$ cat src/hdl/c_source_tokenizer_macros.svh
// Assertion macros shared by the tokenizer modules
`ifndef C_SOURCE_TOKENIZER_MACROS_SVH
`define C_SOURCE_TOKENIZER_MACROS_SVH
`define CST_ASSERT(label, clk, rstn, prop, msg) \
  label: assert property (@(posedge clk) disable iff (!rstn) (prop)) else $error(msg);
`define CST_ASSERT_ALWAYS(label, clk, prop, msg) \
  label: assert property (@(posedge clk) (prop)) else $error(msg);
`endif

$ cat src/hdl/cst_pkg.sv
// Package with token kinds, scan modes and character helpers for the tokenizer
package cst_pkg;

  localparam int KindW = 4;
  localparam logic [KindW-1:0] KIND_DATATYPE = 4'd0;
  localparam logic [KindW-1:0] KIND_IDENT    = 4'd1;
  localparam logic [KindW-1:0] KIND_CHAR     = 4'd2;
  localparam logic [KindW-1:0] KIND_STRING   = 4'd3;
  localparam logic [KindW-1:0] KIND_SPECIAL  = 4'd4;
  localparam logic [KindW-1:0] KIND_ARITH    = 4'd5;
  localparam logic [KindW-1:0] KIND_LOGIC    = 4'd6;
  localparam logic [KindW-1:0] KIND_REL      = 4'd7;
  localparam logic [KindW-1:0] KIND_ASSIGN   = 4'd8;
  localparam logic [KindW-1:0] KIND_OTHER    = 4'd9;
  localparam logic [KindW-1:0] KIND_NUMBER   = 4'd10;
  localparam logic [KindW-1:0] KIND_KEYWORD  = 4'd11;
  localparam logic [KindW-1:0] KIND_END      = 4'd12;

  localparam logic [3:0] M_IDLE      = 4'd0;
  localparam logic [3:0] M_SLASH     = 4'd1;
  localparam logic [3:0] M_LINECOM   = 4'd2;
  localparam logic [3:0] M_BLOCK     = 4'd3;
  localparam logic [3:0] M_BLOCKSTAR = 4'd4;
  localparam logic [3:0] M_STR       = 4'd5;
  localparam logic [3:0] M_STRESC    = 4'd6;
  localparam logic [3:0] M_CHR       = 4'd7;
  localparam logic [3:0] M_CHRESC    = 4'd8;
  localparam logic [3:0] M_NUM       = 4'd9;
  localparam logic [3:0] M_WORD      = 4'd10;
  localparam logic [3:0] M_OP        = 4'd11;

  localparam int KwCount = 32;
  localparam int KwChars = 8;

  // Number of result slots a single item may produce
  localparam int MaxRes = 2;

  function automatic logic is_digit(input logic [7:0] c);
    return c >= 8'h30 && c <= 8'h39;
  endfunction

  function automatic logic is_alpha(input logic [7:0] c);
    return (c >= 8'h61 && c <= 8'h7a) || (c >= 8'h41 && c <= 8'h5a) || c == 8'h5f;
  endfunction

  function automatic logic is_special(input logic [7:0] c);
    return c == "[" || c == "]" || c == "(" || c == ")" || c == "{" ||
           c == "}" || c == "," || c == ";" || c == ":" || c == "?";
  endfunction

  function automatic logic is_opchar(input logic [7:0] c);
    return c == "=" || c == "!" || c == "<" || c == ">" || c == "*" ||
           c == "%" || c == "+" || c == "-" || c == "&" || c == "|";
  endfunction

  function automatic logic [KindW-1:0] op_single(input logic [7:0] op);
    logic [KindW-1:0] k;
    case (op)
      "=": k = KIND_ASSIGN;
      "!": k = KIND_LOGIC;
      "<", ">": k = KIND_REL;
      "*", "%", "+", "-": k = KIND_ARITH;
      default: k = KIND_OTHER;
    endcase
    return k;
  endfunction

  // Pair kind; ok low when op,c is no pair
  function automatic logic [KindW:0] op_pair(input logic [7:0] op, input logic [7:0] c);
    logic [KindW:0] r;
    r = '0;
    if (c == "=") begin
      if (op == "=" || op == "!" || op == "<" || op == ">") r = {1'b1, KIND_REL};
      else if (op == "*" || op == "%" || op == "+" || op == "-") r = {1'b1, KIND_ASSIGN};
    end else if (c == op) begin
      if (op == "<" || op == ">" || op == "+" || op == "-") r = {1'b1, KIND_OTHER};
      else if (op == "&" || op == "|") r = {1'b1, KIND_LOGIC};
    end else if (op == "-" && c == ">") begin
      r = {1'b1, KIND_OTHER};
    end
    return r;
  endfunction

  typedef logic [8*KwChars-1:0] kw_word_t;

  // Keyword text, first character in the low byte
  function automatic kw_word_t kw_text(input int i);
    kw_word_t w;
    logic [63:0] s;
    case (i)
      0: s = "auto"; 1: s = "break"; 2: s = "case"; 3: s = "char";
      4: s = "const"; 5: s = "continue"; 6: s = "default"; 7: s = "do";
      8: s = "double"; 9: s = "else"; 10: s = "enum"; 11: s = "extern";
      12: s = "float"; 13: s = "for"; 14: s = "goto"; 15: s = "if";
      16: s = "int"; 17: s = "long"; 18: s = "register"; 19: s = "return";
      20: s = "short"; 21: s = "signed"; 22: s = "sizeof"; 23: s = "static";
      24: s = "struct"; 25: s = "switch"; 26: s = "typedef"; 27: s = "union";
      28: s = "unsigned"; 29: s = "void"; 30: s = "volatile"; default: s = "while";
    endcase
    w = '0;
    for (int b = 0; b < 8; b++) begin
      w[8*b +: 8] = s[8*(7-b) +: 8];
    end
    // left-justify: string literal right-aligned, shift out leading zeros
    for (int b = 0; b < 8; b++) begin
      if (w[7:0] == 8'h00) w = w >> 8;
    end
    return w;
  endfunction

  function automatic logic [3:0] kw_len(input int i);
    kw_word_t w;
    logic [3:0] n;
    w = kw_text(i);
    n = '0;
    for (int b = 0; b < 8; b++) begin
      if (w[8*b +: 8] != 8'h00) n = n + 4'd1;
    end
    return n;
  endfunction

  function automatic logic kw_is_type(input int i);
    return i == 3 || i == 8 || i == 10 || i == 12 || i == 16 || i == 17 ||
           i == 20 || i == 21 || i == 24 || i == 28 || i == 29;
  endfunction

  typedef struct packed {
    logic [KindW-1:0] kind;
    logic [15:0]      line;
    logic [15:0]      column;
    logic [7:0]       length;
  } token_t;

  // Classified result set of one item
  typedef struct packed {
    logic [1:0]  count;
    logic        word_pending;
    token_t      tok0;
    token_t      tok1;
  } res_set_t;

endpackage

$ cat src/hdl/cst_front.sv
// Front part: scan state machine, classifies each byte into up to two tokens
module cst_front #(
  parameter int MATCH_CHARS   = 8,
  parameter int POSITION_BITS = 16
) (
  input  logic                clk_i,
  input  logic                rst_ni,
  input  logic                valid_i,
  input  logic [7:0]          in_char_i,
  input  logic                end_of_input_i,
  output logic                valid_o,
  output cst_pkg::res_set_t   res_o,
  output logic [8*MATCH_CHARS-1:0] prefix_o
);
  import cst_pkg::*;

  localparam logic [POSITION_BITS-1:0] PosMax = '1;
  localparam int LenIdxW = $clog2(MATCH_CHARS);

  logic [3:0]               mode_q, mode_d;
  logic [POSITION_BITS-1:0] line_q, line_d, col_q, col_d;
  logic [POSITION_BITS-1:0] sline_q, sline_d, scol_q, scol_d;
  logic [7:0]               len_q, len_d;
  logic [8*MATCH_CHARS-1:0] pre_q, pre_d;
  logic [7:0]               op_q, op_d;
  res_set_t                 res;
  logic [8*MATCH_CHARS-1:0] wpre;

  function automatic logic [15:0] out16(input logic [POSITION_BITS-1:0] v);
    logic [15:0] r;
    r = ((v >> 16) != '0) ? 16'hffff : 16'(v);
    return r;
  endfunction

  function automatic logic [POSITION_BITS-1:0] sinc(input logic [POSITION_BITS-1:0] v);
    return (v < PosMax) ? v + 1'b1 : PosMax;
  endfunction

  always_comb begin
    logic [POSITION_BITS-1:0] cl;
    logic afresh;
    logic [KindW:0] pr;
    logic [7:0] c;
    token_t t;
    mode_d = mode_q; line_d = line_q; col_d = col_q;
    sline_d = sline_q; scol_d = scol_q; len_d = len_q;
    pre_d = pre_q; op_d = op_q;
    res = '0; wpre = pre_q;
    c = in_char_i;
    cl = sinc(col_q);
    afresh = 1'b0;
    pr = '0;
    t = '0;
    t.line = out16(sline_q); t.column = out16(scol_q);
    if (end_of_input_i) begin
      t.length = len_q;
      case (mode_q)
        M_SLASH: begin t.kind = KIND_ARITH; t.length = 8'd1; res.count = 2'd1; end
        M_STR, M_STRESC: begin t.kind = KIND_STRING; res.count = 2'd1; end
        M_CHR, M_CHRESC: begin t.kind = KIND_CHAR; res.count = 2'd1; end
        M_NUM: begin t.kind = KIND_NUMBER; res.count = 2'd1; end
        M_WORD: begin t.kind = KIND_IDENT; res.count = 2'd1; res.word_pending = 1'b1; end
        M_OP: begin t.kind = op_single(op_q); t.length = 8'd1; res.count = 2'd1; end
        default: ;
      endcase
      res.tok0 = t;
      res.tok1.kind = KIND_END;
      res.tok1.line = out16(line_q);
      res.tok1.column = out16(cl);
      res.tok1.length = '0;
      if (res.count == 2'd0) res.tok0 = res.tok1;
      res.count = res.count + 2'd1;
      mode_d = M_IDLE; line_d = POSITION_BITS'(1); col_d = '0;
      sline_d = '0; scol_d = '0; len_d = '0; pre_d = '0; op_d = '0;
    end else begin
      case (mode_q)
        M_SLASH: begin
          mode_d = M_IDLE;
          if (c == "/") mode_d = M_LINECOM;
          else if (c == "*") mode_d = M_BLOCK;
          else begin
            t.kind = (c == "=") ? KIND_ASSIGN : KIND_ARITH;
            t.length = (c == "=") ? 8'd2 : 8'd1;
            res.tok0 = t; res.count = 2'd1;
            afresh = (c != "=");
          end
        end
        M_LINECOM: if (c == 8'h0a) mode_d = M_IDLE;
        M_BLOCK: if (c == "*") mode_d = M_BLOCKSTAR;
        M_BLOCKSTAR: begin
          if (c == "/") mode_d = M_IDLE;
          else if (c != "*") mode_d = M_BLOCK;
        end
        M_STR, M_CHR: begin
          if (c == ((mode_q == M_STR) ? 8'h22 : 8'h27)) begin
            t.kind = (mode_q == M_STR) ? KIND_STRING : KIND_CHAR;
            t.length = len_q;
            res.tok0 = t; res.count = 2'd1;
            mode_d = M_IDLE;
          end else begin
            if (len_q == 8'd0) begin sline_d = line_q; scol_d = cl; end
            if (len_q != 8'hff) len_d = len_q + 8'd1;
            if (c == 8'h5c) mode_d = (mode_q == M_STR) ? M_STRESC : M_CHRESC;
          end
        end
        M_STRESC, M_CHRESC: begin
          if (len_q == 8'd0) begin sline_d = line_q; scol_d = cl; end
          if (len_q != 8'hff) len_d = len_q + 8'd1;
          mode_d = (mode_q == M_STRESC) ? M_STR : M_CHR;
        end
        M_NUM: begin
          if (is_alpha(c) || is_digit(c)) begin
            if (len_q != 8'hff) len_d = len_q + 8'd1;
          end else begin
            t.kind = KIND_NUMBER; t.length = len_q;
            res.tok0 = t; res.count = 2'd1; mode_d = M_IDLE; afresh = 1'b1;
          end
        end
        M_WORD: begin
          if (is_alpha(c) || is_digit(c)) begin
            if (len_q < 8'(MATCH_CHARS)) pre_d[8*len_q[LenIdxW-1:0] +: 8] = c;
            if (len_q != 8'hff) len_d = len_q + 8'd1;
          end else begin
            t.kind = KIND_IDENT; t.length = len_q;
            res.tok0 = t; res.count = 2'd1; res.word_pending = 1'b1;
            mode_d = M_IDLE; afresh = 1'b1;
          end
        end
        M_OP: begin
          mode_d = M_IDLE;
          pr = op_pair(op_q, c);
          t.kind = pr[KindW] ? pr[KindW-1:0] : op_single(op_q);
          t.length = pr[KindW] ? 8'd2 : 8'd1;
          res.tok0 = t; res.count = 2'd1;
          afresh = !pr[KindW];
        end
        default: afresh = 1'b1;
      endcase
      if (afresh) begin
        sline_d = line_q; scol_d = cl; len_d = '0; mode_d = M_IDLE;
        t = '0; t.line = out16(line_q); t.column = out16(cl); t.length = 8'd1;
        if (c == 8'h22 || c == 8'h27) begin
          mode_d = (c == 8'h22) ? M_STR : M_CHR; scol_d = sinc(cl);
        end else if (c == "/") mode_d = M_SLASH;
        else if (is_special(c) || c == "^" || c == "~" || c == ".") begin
          t.kind = is_special(c) ? KIND_SPECIAL : KIND_OTHER;
          if (res.count == 2'd0) res.tok0 = t; else res.tok1 = t;
          res.count = res.count + 2'd1;
        end else if (is_digit(c)) begin mode_d = M_NUM; len_d = 8'd1; end
        else if (is_alpha(c)) begin
          mode_d = M_WORD; pre_d = '0; pre_d[7:0] = c; len_d = 8'd1;
        end else if (is_opchar(c)) begin mode_d = M_OP; op_d = c; end
      end
      if (c == 8'h0a) begin line_d = sinc(line_q); col_d = '0; end
      else col_d = cl;
    end
  end

  always_ff @(posedge clk_i or negedge rst_ni) begin
    if (!rst_ni) begin
      mode_q <= M_IDLE; line_q <= POSITION_BITS'(1); col_q <= '0;
      sline_q <= '0; scol_q <= '0; len_q <= '0; pre_q <= '0; op_q <= '0;
    end else if (valid_i) begin
      mode_q <= mode_d; line_q <= line_d; col_q <= col_d;
      sline_q <= sline_d; scol_q <= scol_d; len_q <= len_d;
      pre_q <= pre_d; op_q <= op_d;
    end
  end

  assign valid_o  = valid_i && (res.count != 2'd0);
  assign res_o    = res;
  assign prefix_o = wpre;
endmodule

$ cat src/hdl/cst_queue.sv
// Short queue of classified result sets between front and back
module cst_queue #(
  parameter int MATCH_CHARS = 8,
  parameter int DEPTH       = 4
) (
  input  logic                     clk_i,
  input  logic                     rst_ni,
  input  logic                     push_i,
  input  cst_pkg::res_set_t        res_i,
  input  logic [8*MATCH_CHARS-1:0] prefix_i,
  output logic                     full_o,
  output logic                     valid_o,
  input  logic                     pop_i,
  output cst_pkg::res_set_t        res_o,
  output logic [8*MATCH_CHARS-1:0] prefix_o
);
  import cst_pkg::*;
  `include "c_source_tokenizer_macros.svh"

  localparam int AW = $clog2(DEPTH);

  res_set_t                 res_mem [DEPTH];
  logic [8*MATCH_CHARS-1:0] pre_mem [DEPTH];
  logic [AW-1:0] wr_q, rd_q;
  logic [AW:0]   cnt_q;

  assign full_o  = cnt_q == (AW+1)'(DEPTH);
  assign valid_o = cnt_q != '0;
  assign res_o    = res_mem[rd_q];
  assign prefix_o = pre_mem[rd_q];

  always_ff @(posedge clk_i) begin
    if (push_i && !full_o) begin
      res_mem[wr_q] <= res_i;
      pre_mem[wr_q] <= prefix_i;
    end
  end

  always_ff @(posedge clk_i or negedge rst_ni) begin
    if (!rst_ni) begin
      wr_q <= '0; rd_q <= '0; cnt_q <= '0;
    end else begin
      if (push_i && !full_o) wr_q <= (wr_q == AW'(DEPTH-1)) ? '0 : wr_q + 1'b1;
      if (pop_i && valid_o) rd_q <= (rd_q == AW'(DEPTH-1)) ? '0 : rd_q + 1'b1;
      cnt_q <= cnt_q + (AW+1)'(push_i && !full_o) - (AW+1)'(pop_i && valid_o);
    end
  end

  `CST_ASSERT(a_cnt_range, clk_i, rst_ni, cnt_q <= (AW+1)'(DEPTH), "queue count overflow")
  `CST_ASSERT(a_empty_ptr, clk_i, rst_ni, cnt_q == '0 |-> wr_q == rd_q, "empty queue pointers differ")
  `CST_ASSERT(a_cnt_step, clk_i, rst_ni, (push_i && !full_o && !(pop_i && valid_o)) |=> cnt_q == $past(cnt_q) + 1'b1, "queue count did not grow")
endmodule

$ cat src/hdl/cst_back.sv
// Back part: keyword match on words and delivery of tokens one at a time
module cst_back #(
  parameter int MATCH_CHARS = 8
) (
  input  logic                     clk_i,
  input  logic                     rst_ni,
  input  logic                     valid_i,
  input  cst_pkg::res_set_t        res_i,
  input  logic [8*MATCH_CHARS-1:0] prefix_i,
  output logic                     pop_o,
  output logic                     empty_o,
  input  logic                     pop_i,
  output logic [3:0]               token_kind_o,
  output logic [15:0]              token_line_o,
  output logic [15:0]              token_column_o,
  output logic [7:0]               token_length_o,
  output logic                     last_of_run_o
);
  import cst_pkg::*;
  `include "c_source_tokenizer_macros.svh"

  logic     idx_q;
  token_t   cur;
  logic [KindW-1:0] wkind;

  always_comb begin
    logic hit, typ;
    hit = 1'b0; typ = 1'b0;
    for (int i = 0; i < KwCount; i++) begin
      if (!hit && res_i.tok0.length == 8'(kw_len(i)) &&
          prefix_i[8*KwChars-1:0] == kw_text(i)) begin
        hit = 1'b1; typ = kw_is_type(i);
      end
    end
    if (hit) wkind = typ ? KIND_DATATYPE : KIND_KEYWORD;
    else if (res_i.tok0.length == 8'd4 && prefix_i[31:0] == {"L", "L", "U", "N"})
      wkind = KIND_CHAR;
    else wkind = KIND_IDENT;
  end

  always_comb begin
    cur = idx_q ? res_i.tok1 : res_i.tok0;
    if (!idx_q && res_i.word_pending) cur.kind = wkind;
  end

  assign empty_o        = !valid_i;
  assign token_kind_o   = cur.kind;
  assign token_line_o   = cur.line;
  assign token_column_o = cur.column;
  assign token_length_o = cur.length;
  assign last_of_run_o  = idx_q || res_i.count == 2'd1;
  assign pop_o          = valid_i && pop_i && last_of_run_o;

  always_ff @(posedge clk_i or negedge rst_ni) begin
    if (!rst_ni) idx_q <= 1'b0;
    else if (valid_i && pop_i) idx_q <= !last_of_run_o;
  end

  `CST_ASSERT(a_idx_valid, clk_i, rst_ni, idx_q |-> valid_i && res_i.count == 2'd2, "second slot without pair")
  `CST_ASSERT(a_count_nz, clk_i, rst_ni, valid_i |-> res_i.count != 2'd0, "empty result set queued")
  `CST_ASSERT(a_hold_idx, clk_i, rst_ni, (idx_q && !pop_i) |=> idx_q, "slot index lost while stalled")
endmodule

$ cat src/hdl/c_source_tokenizer.sv
// Top level of the C source tokenizer
// channel | dir | handshake | payload
// input   | in  | push/full | in_char_i, end_of_input_i
// result  | out | pop/empty | token_kind_o, token_line_o, token_column_o,
//         |     |           | token_length_o, last_of_run_o
// One byte is accepted every cycle while the four-entry queue has room.
// A byte's first token shows once its result set is at the head of the queue.
// Tokens drain one per cycle while pop is high; a byte giving two tokens holds
// its queue entry for two pops.
// Reset clears scan state, line to one and the queue.
// full rises when four result sets wait, from result-side stalls or from runs
// of two-token bytes.
module c_source_tokenizer #(
  parameter int MATCH_CHARS   = 8,
  parameter int POSITION_BITS = 16
) (
  input  logic        clk_i,
  input  logic        rst_ni,
  input  logic        push,
  output logic        full,
  input  logic [7:0]  in_char_i,
  input  logic        end_of_input_i,
  output logic        empty,
  input  logic        pop,
  output logic [3:0]  token_kind_o,
  output logic [15:0] token_line_o,
  output logic [15:0] token_column_o,
  output logic [7:0]  token_length_o,
  output logic        last_of_run_o
);
  import cst_pkg::*;

  logic                     acc, fv, qv, qpop;
  res_set_t                 fres, qres;
  logic [8*MATCH_CHARS-1:0] fpre, qpre;

  assign acc = push && !full;

  cst_front #(.MATCH_CHARS(MATCH_CHARS), .POSITION_BITS(POSITION_BITS)) u_front (
    .clk_i, .rst_ni, .valid_i(acc), .in_char_i, .end_of_input_i,
    .valid_o(fv), .res_o(fres), .prefix_o(fpre)
  );

  cst_queue #(.MATCH_CHARS(MATCH_CHARS), .DEPTH(4)) u_queue (
    .clk_i, .rst_ni, .push_i(fv), .res_i(fres), .prefix_i(fpre), .full_o(full),
    .valid_o(qv), .pop_i(qpop), .res_o(qres), .prefix_o(qpre)
  );

  cst_back #(.MATCH_CHARS(MATCH_CHARS)) u_back (
    .clk_i, .rst_ni, .valid_i(qv), .res_i(qres), .prefix_i(qpre), .pop_o(qpop),
    .empty_o(empty), .pop_i(pop), .token_kind_o, .token_line_o, .token_column_o,
    .token_length_o, .last_of_run_o
  );
endmodule
$ cat config.mk
export PLATFORM = sky130hd
export DESIGN_NAME = c_source_tokenizer
export DESIGN_NICKNAME = d
export VERILOG_FILES = /design/src/hdl/cst_pkg.sv /design/src/hdl/cst_front.sv /design/src/hdl/cst_queue.sv /design/src/hdl/cst_back.sv /design/src/hdl/c_source_tokenizer.sv
export VERILOG_INCLUDE_DIRS = /design/src /design/src/hdl
export SDC_FILE = /design/constraint.sdc
export NUM_CORES = 1
export LEC_CHECK = 0
export BUFFER_PORTS_ARGS = -buffer_cell sky130_fd_sc_hd__buf_2
export CAP_MARGIN = 0
export CORE_ASPECT_RATIO = 1.75
export CORE_MARGIN = 1.5
export CORE_UTILIZATION = 63
export CTS_CLUSTER_SIZE = 20
export DETAILED_ROUTE_END_ITERATION = 12
export PLACE_DENSITY = 0.8
export SLEW_MARGIN = 20
export SYNTH_ARGS = -nofsm -noshare
export SYNTH_HDL_FRONTEND = slang
export SYNTH_SLANG_ARGS = --single-unit
$ cat constraint.sdc
create_clock -name clk_i -period 8.05 [get_ports clk_i]
set_input_delay 0.4025 -clock clk_i [delete_from_list [all_inputs] [get_ports clk_i]]
set_output_delay 0.4025 -clock clk_i [all_outputs]
set_load 0.02 [all_outputs]
# == Word level (Yosys, flattened, before mapping) ==
# Memory sizes are Yosys's and may differ from the RTL's.
# Cells that the tools add are included.
# word_totals
ramBits,620
input_bits,13
memories,2
latch_bits,0
mem_bits_ro,0
wordCells,512
output_inout_bits,47
ff_bits,156
# op_classes
n_bitwise,0
n_addsub,11
div_mod_pow,0
shifts,2
reduce_logical,173
n_eq_ne,111
magnitude_cmp,10
n_mux,191
n_mul,0
# memory_table
name,depth,width,read_ports,rd_ports_with_merged_regs,wr,line_no,text
u_queue.res_mem,4,91,1,0,1,cst_queue.sv:22,res_set_t res_mem [DEPTH];
u_queue.pre_mem,4,64,1,0,1,cst_queue.sv:23,logic [8*MATCH_CHARS-1:0] pre_mem [DEPTH];
# op_table
cell,n
64-bit two-way mux,10
"64-bit by 31-bit == test with 1-bit output, second input constant",8
"64-bit by 47-bit == test with 1-bit output, second input constant",8
"64-bit by 39-bit == test with 1-bit output, second input constant",6
44-bit two-way mux,8
88-bit two-way mux,4
"64-bit by 63-bit == test with 1-bit output, second input constant",4
16-bit two-way mux,16
"8-bit by 6-bit == test with 1-bit output, second input constant",28
44-bit case mux with 5 select lines,1
8-bit two-way mux,18
"64-bit by 15-bit == test with 1-bit output, second input constant",2
"64-bit by 23-bit == test with 1-bit output, second input constant",2
"64-bit by 55-bit == test with 1-bit output, second input constant",2
4-bit two-way mux,23
91-bit two-way mux,1
"8-bit by 7-bit == test with 1-bit output, second input constant",10
1-bit logical AND,75
1-bit two-way mux,75
64-bit bitwise mux,1
16-bit case mux with 2 select lines,2
"8-bit by 34-bit variable shift with 64-bit output, first input constant",1
8-bit by 34-bit indexed part select with 64-bit output,1
"16-bit by 1-bit adder with 16-bit output, second input constant",3
other kinds (58),189

# == Logic depth before layout (Yosys ltp) ==
# An unclocked memory read counts as a cell.
# depth
word_depth,131
mapped_depth,17
depth_no_buf,14

# == By module ==
# From an unflattened synthesis, not the netlist that was laid out.
# unflattened
hier_cells,2442
hier_area_um2,35546.6
# by_module_without_submodules
mod,instances,area_each_um2,cells_per_inst,seq_area_each_um2
cst_queue,1,22949.5,854,18793.0
cst_front,1,9778.1,1159,3704.8
cst_back,1,2805.2,428,25.0
c_source_tokenizer,1,13.8,1,0.0

# == Worst setup path before layout ==
# OpenSTA, ideal clock, no wires.
# synth_path
path_type,input-to-reg
start,input port in_char_i[3]
end,"memory u_queue.pre_mem[0][0] (netlist name), enable pin"
path_slack_ns,1.328
arrival_ns,6.197
path_buffers,2
t_required_ns,7.526
path_stages,11
path_cell_list,clkbuf_1 > or4_1 > a21oi_1 > o21ai_0 > a2bb2oi_1 > o22ai_1 > or3_1 > buf_2 > a21oi_1 > o31ai_4 > and2_1
# synth_via
elab_chain_len,23
word_cells_on_any_way,78
cone_classes,add/sub: 1; order compare: 6; eq/ne: 23; mux: 24; reduce/logical: 24
# synth_lines
item,line_no,text
start: declaration,c_source_tokenizer.sv:21,"input logic [7:0] in_char_i,"
"parallel branches: the longest is 16 deep, another holds 8-bit by 7-bit greater-or-equal comparator with 1-bit output",--,
2-bit two-way mux (*),cst_front.sv:139,if (afresh) begin
91-bit two-way mux (*),cst_front.sv:55,if (end_of_input_i) begin
2-bit nonzero test (*),cst_front.sv:170,assign valid_o = valid_i && (res.count != 2'd0);
1-bit logical AND (*),cst_front.sv:170,
1-bit logical AND (*),cst_queue.sv:33,if (push_i && !full_o) begin
1-bit two-way mux (*),cst_queue.sv:33,
1-bit two-way mux (not written as such) (*),cst_queue.sv:35,pre_mem[wr_q] <= prefix_i;
end: declaration,cst_queue.sv:23,
# Every way passes the cells marked *. The select of a mux whose other input is x is not followed.

# == Worst setup path in the final report ==
# layout_path
start,register u_front.mode_q[0]
end,"memory u_queue.pre_mem[0][1] (netlist name), enable pin"
# layout_via
elab_chain_len,17
word_cells_on_any_way,36
cone_classes,add/sub: 2; eq/ne: 12; mux: 15; reduce/logical: 7
# layout_lines
item,line_no,text
start: declaration,cst_front.sv:20,"logic [3:0] mode_q, mode_d;"
start signal: assignment,cst_front.sv:164,mode_q <= mode_d; line_q <= line_d; col_q <= col_d;
4-bit by 3-bit == test with 1-bit output,"cst_front.sv:57, cst_front.sv:76, cst_front.sv:95",
3-bit two-way mux,cst_front.sv:95,if (c == ((mode_q == M_STR) ? 8'h22 : 8'h27)) begin
8-bit == test,cst_front.sv:95,
1-bit two-way mux,cst_front.sv:95,
2-bit case mux with 5 select lines,cst_front.sv:76,case (mode_q)
2-bit two-way mux,cst_front.sv:55,
2-bit by 1-bit adder with 2-bit output,cst_front.sv:148,res.count = res.count + 2'd1;
2-bit two-way mux,cst_front.sv:145,"else if (is_special(c) || c == ""^"" || c == ""~"" || c == ""."") begin"
2-bit two-way mux,cst_front.sv:144,"end else if (c == ""/"") mode_d = M_SLASH;"
2-bit two-way mux,cst_front.sv:142,if (c == 8'h22 || c == 8'h27) begin
2-bit two-way mux,cst_front.sv:139,
91-bit two-way mux (*),cst_front.sv:55,
2-bit nonzero test (*),cst_front.sv:170,
1-bit logical AND (*),cst_front.sv:170,
1-bit logical AND (*),cst_queue.sv:33,
1-bit two-way mux (*),cst_queue.sv:33,
1-bit two-way mux (not written as such) (*),cst_queue.sv:35,
# Mark *: on every way between the ends. The rest lies on a longest branch, timed or not. The select of a mux whose other input is x is not followed.

==> flow_metrics.tcl <==
set metrics [dict create \
    drive_above_1_share 0.170 \
    nNetsFinal 2387 \
    slew_headroom 0.194 \
    syn_nets 2349 \
    die_area_um2 54000 \
    cp_data_required_time_ns 8.31 \
    crit_type "flip-flop to flip-flop" \
    worstPathCellList "inv_1 > nor2_1 > nand2_1 > a41oi_1 > nor2b_1 > or3_1 > a21oi_1 > o31ai_4 > and2_4 > buf_12" \
    postRouteWirelength_um 91400 \
    critPathSlowestCell "dfrtp_1" \
    cts_buffer_depth 3 \
    grt_util_all_layers 0.349 \
    p_per_area_nw_per_um2 361 \
    core_um2 52100 \
    antenna_found_initial 0 \
    synth_seq_cells 744 \
    post-route-cell-area_um2 36100 \
    numCtsBuffers 61 \
    status "finished, final reports clean" \
    final_hold_viol_count 0 \
    fillers 3386 \
    drc_errors 0 \
    hpwl_um 60700 \
    ir_drop_v 0.000249 \
    first_global_vias 22000 \
    synth_warnings 0 \
    synth_top_area_share 0.534 \
    critPathMaxFanout 84 \
    cts_root_buffer "clkbuf_16" \
    syn2layout_area_growth_pct 9.21 \
    numClockSinks 744 \
    dpl_cell_area_um2 34100 \
    clock_latency_ns 0.64 \
    cts_resized 0 \
    leakagePower_nw 12.3 \
    initial_core_util 0.635 \
    syn_area_per_cell_um2 14.3 \
    setup_tns_ns 0 \
    via_count 21300 \
    synth_edf_count 588 \
    p_int_mw 8.24 \
    combPwrFrac 0.353 \
    slowest_delay_ns 0.92 \
    pre_cts_ws_ns 2.29 \
    grt_overflow 0 \
    drtPass1Iterations 6 \
    vias_per_cell 6.90 \
    cts.clk_slew.worst_paths_ns 0.07 \
    ys_types 88 \
    min_period_ns 5.89 \
    h-tree-depth 2 \
    post-synth-top-count-cell "edfxtp_1" \
    final.setup_skew_ns 0.0326 \
    setup_ws_ns 2.16 \
    switching_share 0.367 \
    rsz0062_at_grt "false" \
    cts_tree "yes" \
    switchingPower_mw 4.79 \
    io_buffer_count 59 \
    hold_path_class "primary input to flip-flop" \
    place_congestion 0.979 \
    die-width_um 176 \
    rows 111 \
    maxSlewViolCount 0 \
    synth_ff_type "edfxtp_1" \
    yosysSeqAreaShare 0.652 \
    final_util 0.694 \
    synth_top_cells_by_area "edfxtp_1, dfrtp_1, mux4_2" \
    crit_path_start_kind "flip-flop" \
    setup_viol 0 \
    tightest_slew_ns 1.18 \
    yosysTopAreaCell "edfxtp_1" \
    endpoint_kind "flip-flop" \
    routedWlPerCell_um 29.6 \
    max_cap_viol_count 0 \
    syn_inst 2321 \
    async_reset_ff_frac 0.210 \
    grt_pass1_wl_um 136000 \
    worst_ep_arrival_time_ns 6.16 \
    synth_area_um2 33100 \
    p_total_mw 13.0 \
    fin_crit_sh 0.732 \
    p_clk_frac 0.231 \
    grt_max_degree 94 \
    synthTopCellsByCount "edfxtp_1, nand2_1, o21ai_0" \
    io_pins 60 \
    antenna_left 0 \
    max_freq_mhz 170 \
    pwr-share-seq 0.416 \
    die_y_um 306 \
    drt-initial-drc-count 2073 \
]
[repair_timing]
item / CTS / global route
hold endpoints to repair: 92 / 0
hold buffers: 1 / 0
buffers inserted: 0 / 0
[logic make-up after synthesis]
| family | count (synthesis) | synth area share |
|---|---|---|
| simple gates | 789 | 0.125 |
| mux | 188 | 0.112 |
| flops | 744 | 0.652 |
| xor+xnor | 28 | 0.00741 |
| fa+ha+maj | 16 | 0.00620 |
| compound gates | 393 | 0.0780 |
| buf+inv | 163 | 0.0205 |
[metal layers]
metal | track usage | vias to the layer above | share of wire
met2 | 0.626 | 1158 | 0.54
met3 | 0.0420 | 382 | 0.059
met1 | 0.375 | 10600 | 0.32
li1 | - | 9142 | -
met5 | 0 | - | 0
met4 | 0.260 | 0 | 0.085
[final timing paths]
path / startpoint / to / slack, ns / cells after the start
max reg2reg: u_front.mode_q[0]$_DFFE_PN0P_ / u_queue.pre_mem[0][1]$_DFFE_PP_ / 2.16 / 10
max in group asynchronous: rst_ni / u_back.idx_q$_DFFE_PN0P_ / 6.03 / 3
max: u_front.mode_q[0]$_DFFE_PN0P_ / u_queue.pre_mem[0][1]$_DFFE_PP_ / 2.16 / 10
min: in_char_i[4] / u_front.prefix_o[44]$_DFFE_PN0P_ / 0.16 / 3
min reg2reg: u_front.scol_q[6]$_DFFE_PN0P_ / u_front.scol_q[6]$_DFFE_PN0P_ / 0.48 / 2
min in group asynchronous: rst_ni / u_front.col_q[8]$_DFFE_PN0P_ / 0.39 / 2
[power groups by stage]
stage               logic (mW)  registers [mW]  clock network [mW]
finish                    4.60            5.42                3.01
global route              4.83            5.48                3.16
CTS                       4.57            5.42                3.03
detailed placement        4.54            5.49                   0
global placement          4.50            5.42                   0
floorplan                 3.11            5.37                   0
[critical path, delay by kind of cell, from the launching register on]
kind / cells / cell delay [ns]
buffers and inverters: 2 / 0.83
AND/OR/NAND/NOR: 5 / 2.61
flip-flops: 1 / 0.92
AO/OA/AOI/OAI: 3 / 0.98
[registers in the layout, indices dropped and copies added, names as in the netlist]
register / cells
u_queue.res_mem: 332
u_queue.pre_mem: 256
u_front.prefix_o: 64
u_front.col_q: 16
u_front.line_q: 16
u_front.scol_q: 16
u_front.sline_q: 16
u_front.len_q: 8
u_front.op_q: 8
u_front.mode_q: 4
u_queue.cnt_q: 3
u_queue.rd_q: 2
u_queue.wr_q: 2
u_back.idx_q: 1
[cell usage in the layout (no fill, tap or decap), drive strengths merged, types with 9 or more instances in the layout]
master / n
a211oi: 11
a21oi: 40
a22o: 38
a22oi: 15
a31oi: 9
and2: 31
and3: 24
buf: 93
clkbuf: 80
clkinv: 19
dfrtp: 155
edfxtp: 588
ha: 14
inv: 50
mux2: 38
mux2i: 9
mux4: 141
nand2: 247
nand2b: 25
nand3: 74
nand3b: 12
nand4: 26
nand4b: 16
nor2: 113
nor2b: 54
nor3: 47
nor3b: 13
nor4: 38
o21ai: 172
o31ai: 22
or3: 16
or4: 15
xnor2: 16
xor2: 12
[through the flow]
step	cells	hold slack (ns)
floorplan	2321	0.107
detailed placement	2972	0.462
finish	3089	0.160
global route	3088	0.173
global placement	2972	0.456
CTS	3087	0.125
[area by class of cell]
type | count | area [um^2] | area share
Antenna cell | 1 | 2.50 | 0.0000692
Clock buffer | 80 | 1680 | 0.0465
Clock inverter | 34 | 355 | 0.00983
Inverter | 44 | 165 | 0.00457
Multi-Input combinational cell | 1414 | 10900 | 0.301
Sequential cell | 744 | 21600 | 0.597
Tap cell | 678 | 848 | 0.0235
Timing Repair Buffer | 94 | 629 | 0.0174
Note: power is estimated with default switching activity, not from simulation.
